### src/rtl/ctvs_ram.sv
// Generic simple dual-port RAM: one write port, one read port with
// registered read data. No dependencies.
`default_nettype none

module ctvs_ram #(
   parameter int WIDTH = 16,
   parameter int DEPTH = 64
) (
   input  wire logic                     clock,
   input  wire logic                     we,
   input  wire logic [$clog2(DEPTH)-1:0] waddr,
   input  wire logic [WIDTH-1:0]         wdata,
   input  wire logic [$clog2(DEPTH)-1:0] raddr,
   output logic      [WIDTH-1:0]         rdata
);

   logic [WIDTH-1:0] mem [DEPTH];
   logic [WIDTH-1:0] rdata_ff;

   // Write, then register the read word
   always_ff @(posedge clock) begin
      if (we) begin
         mem[waddr] <= wdata;
      end
      rdata_ff <= mem[raddr];
   end

   assign rdata = rdata_ff;

endmodule

`default_nettype wire

### config.mk
export PLATFORM = sky130hd
export DESIGN_NAME = ctvs_ram
export DESIGN_NICKNAME = d
export VERILOG_FILES = /design/src/rtl/ctvs_ram.sv
export SDC_FILE = /design/constraint.sdc
export NUM_CORES = 1
export LEC_CHECK = 0
export BUFFER_PORTS_ARGS = -buffer_cell sky130_fd_sc_hd__buf_2
export CORE_AREA = 8 8 301 303
export CTS_BUF_LIST = sky130_fd_sc_hd__clkbuf_4 sky130_fd_sc_hd__clkbuf_8
export DETAILED_ROUTE_END_ITERATION = 8
export DIE_AREA = 0 0 309 311
export GPL_ROUTABILITY_DRIVEN = 1
export PLACE_DENSITY = 0.7
export SLEW_MARGIN = 20
export SYNTH_ARGS = -nofsm -noshare
export SYNTH_HDL_FRONTEND = slang
export SYNTH_SLANG_ARGS = --single-unit
### constraint.sdc
create_clock -name clock -period 6.1 [get_ports clock]
set_clock_uncertainty 0.1 [all_clocks]
set_input_delay 0.305 -clock clock [delete_from_list [all_inputs] [get_ports clock]]
set_output_delay 0.305 -clock clock [all_outputs]
set_load 0.01 [all_outputs]
==> results.toml <==
[sta]
setup_ws_ns = 3.49
hold_slack_ns = 0.0479
setup_viol = 0
maxSlewHeadroom_pct = 27.6
tns_ns = 0
maxSlewViolCount = 0
layout_min_cycle_time_ns = 2.61
max_freq_mhz = 383
final_hold_viol_count = 0
tightest_slew_ns = 1.08
rsz0062_at_grt = "no"
layout_worst_path_cycle_share_pct = 42.8

[setup_path]
startpoint = "raddr[0]"
crit_required_ns = 6.65
crit_end = "rdata[15]$_DFF_P_"
r2r-start = "mem[10][3]$_DFFE_PP_"
r2r_cells = 5
crit_type = "in2reg"
crit_fanout = 103
r2r_slack_ns = 3.73
crit_path_end_kind = "flip-flop"
reg2reg_to = "rdata[3]$_DFF_P_"
arrival_ns = 3.16
start_kind = "input port"

[synthesis]
synthTopCellsByArea = "edfxtp_1 77%, mux4_2 12%, mux2i_1 2.1%"
synth_top_cell_area_share_pct = 76.8
ys_seq_area_share_pct = 77.6
yosys-top-cells-count = "1024 x edfxtp_1, 220 x mux4_2, 85 x mux2i_1, 72 x nor2_1, 59 x nand2_1"
synth-main-ff-cell = "edfxtp_1"
yosys.cell_types.count = 43
synth-seq-cells = 1040
syn_nets = 1859
yosys_warnings = 0
synth_area_leader_cell = "edfxtp_1"
synth-async-reset-ratio_pct = 0
syn-cell-area_um2 = 40000
synth-edff-count = 1024
syn_avg_cell_area_um2 = 21.9
syn_inst = 1829
yosysMostFrequentCell = "edfxtp_1"

[grt]
overflow = 0
grt_pass1_vias = 19313
grt_pass1_wl_um = 131000
grt_max_degree = 104
antenna_found_initial = 10
track_usage_pct = 18.5

[detailed_routing]
wl_um = 89800
drtAntennaViolNets = 0
drtPass1Iterations = 5
wire_per_inst_um = 27.2
vias_per_cell = 5.81
vias = 19203
drcViolationCount = 0
drt_iter0_markers = 2221

[clocking]
root_buffer = "clkbuf_8"
htreeDepth = 4
insertion_delay_ns = 0.82
cts_buffers = 159
cts.sinks = 1040
cts_buffer_depth = 3
cts_setup_buffers = 0
cts_tree = "yes"
clkTransAtPathRegs_ns = 0.06

[pwr]
pwr-share-seq_pct = 56.0
vdd_drop_max_mv = 0.210
p_per_area_nw_per_um2 = 316
combPwrFrac_pct = 4.9
clkPwrFrac_pct = 39.0
power.leakage_nw = 14.2
p_int_mw = 11.1
swShare_pct = 21.9
power_switching_mw = 3.10

[floorplan]
coreArea_um2 = 85900
top_level_ports = 46
initial_core_util_pct = 46.6
die_h_um = 311
fp.dieArea_um2 = 96100
die_w_um = 309
rows = 108

[worst_hold_path]
min_path_type = "in2reg"

[placed_design]
post_dp_cell_area_um2 = 41700
dp_slack_ns = 2.61
hpwl_um = 51900
gp_congestion = 0.826
port_buffers = 45

[layout]
layout.nets = 2049
drive_gt1_share_pct = 30.0
syn_to_final_growth_pct = 12.0
design_area_um2 = 44900

[status]
outcome = "completed"

[flow_run]
drv_cap = 0
-- timing repair --
item / 4_1_cts / 5_1_grt
hold buffers: 0 / 3
hold endpoints to repair: 0 / 98
gates resized for setup: 0 / 0
-- through the flow --
stage	utilization (%)	cells	power, mW
2_1_floorplan	-	1829	8.49
5_1_grt	52.2	3306	14.6
4_1_cts	52.1	3302	14.3
6_report	52.2	3307	14.2
3_5_place_dp	48.6	3010	8.79
3_3_place_gp	48.5	3010	8.77
-- power groups by stage --
stage / combinational (mW) / clock [mW] / sequential, mW
global placement: 0.690 / 0 / 8.08
finish: 0.701 / 5.53 / 7.94
detailed placement: 0.705 / 0 / 8.09
floorplan: 0.410 / 0 / 8.08
global route: 0.745 / 5.93 / 7.94
CTS: 0.707 / 5.62 / 7.94
-- layout by cell type (no fill, tap or decap), types with 4 or more instances in the layout --
| cell | netlist | layout |
|---|---|---|
| a211o_1 | 8 | 8 |
| a211oi_1 | 8 | 8 |
| a21oi_1 | 17 | 17 |
| a221o_1 | 6 | 6 |
| a221oi_1 | 16 | 16 |
| a22o_1 | 6 | 6 |
| a22oi_1 | 39 | 39 |
| a311oi_1 | 8 | 8 |
| a31oi_1 | 8 | 8 |
| a41oi_1 | 5 | 5 |
| and4_1 | 5 | 5 |
| buf_2 | 36 | 39 |
| buf_4 | 13 | 85 |
| clkbuf_4 | 1 | 50 |
| clkbuf_8 | 0 | 168 |
| clkinv_1 | 0 | 46 |
| clkinv_2 | 0 | 14 |
| clkinvlp_4 | 0 | 6 |
| dfxtp_1 | 16 | 16 |
| edfxtp_1 | 1024 | 1024 |
| inv_6 | 0 | 5 |
| mux2_2 | 27 | 27 |
| mux2i_1 | 85 | 85 |
| mux4_1 | 4 | 4 |
| mux4_2 | 220 | 220 |
| nand2_1 | 59 | 59 |
| nand3_1 | 24 | 24 |
| nand4_1 | 12 | 12 |
| nor2_1 | 72 | 62 |
| nor2_2 | 2 | 7 |
| nor2_4 | 0 | 5 |
| nor2b_1 | 30 | 28 |
| o21ai_0 | 5 | 5 |
-- per-layer routing --
| metal | global-route usage [%] | share of wire [%] |
|---|---|---|
| met5 | 0 | 0.092 |
| met3 | 5.25 | 9.5 |
| met2 | 29.0 | 48 |
| met4 | 6.46 | 2.8 |
| met1 | 24.9 | 39 |
-- worst min-delay path by stage --
stage	from	endpoint	slack, ns	cells after the start
detailed placement	rdata[3]$_DFF_P_	rdata[3]	0.62	1
global placement	rdata[3]$_DFF_P_	rdata[3]	0.63	1
global route	wdata[5]	mem[25][5]$_DFFE_PP_	0.05	2
CTS	waddr[1]	mem[49][2]$_DFFE_PP_	0.003	3
floorplan	wdata[0]	mem[0][0]$_DFFE_PP_	0.30	0
finish	wdata[5]	mem[25][5]$_DFFE_PP_	0.05	2
-- cell type report --
class	instances	area (um^2)
repair buffers	133	963
diodes	2	5.00
flip-flops and latches	1040	31100
fillers	6621	41100
clock buffers	217	2670
clock inverters	75	398
multi-input cells	685	8300
well taps	1155	1450
-- critical path, cell delays in order --
cell	delay (ns)
buf_8	0.54
buf_12	0.67
mux4_2	0.59
mux2_2	0.29
a221oi_1	0.50
a311oi_1	0.08
-- cells by family after synthesis --
kind of cell / Yosys count / share of synthesized area [%]
compound gates: 129 / 2.41
buf+inv: 104 / 1.83
flops: 1040 / 77.6
mux: 336 / 15.5
simple gates: 220 / 2.65
-- sequential cells by signal (all words and copies together) (netlist names) --
signal	cells
rdata	16
mem	1024
Note: power is estimated with default switching activity, not from simulation.
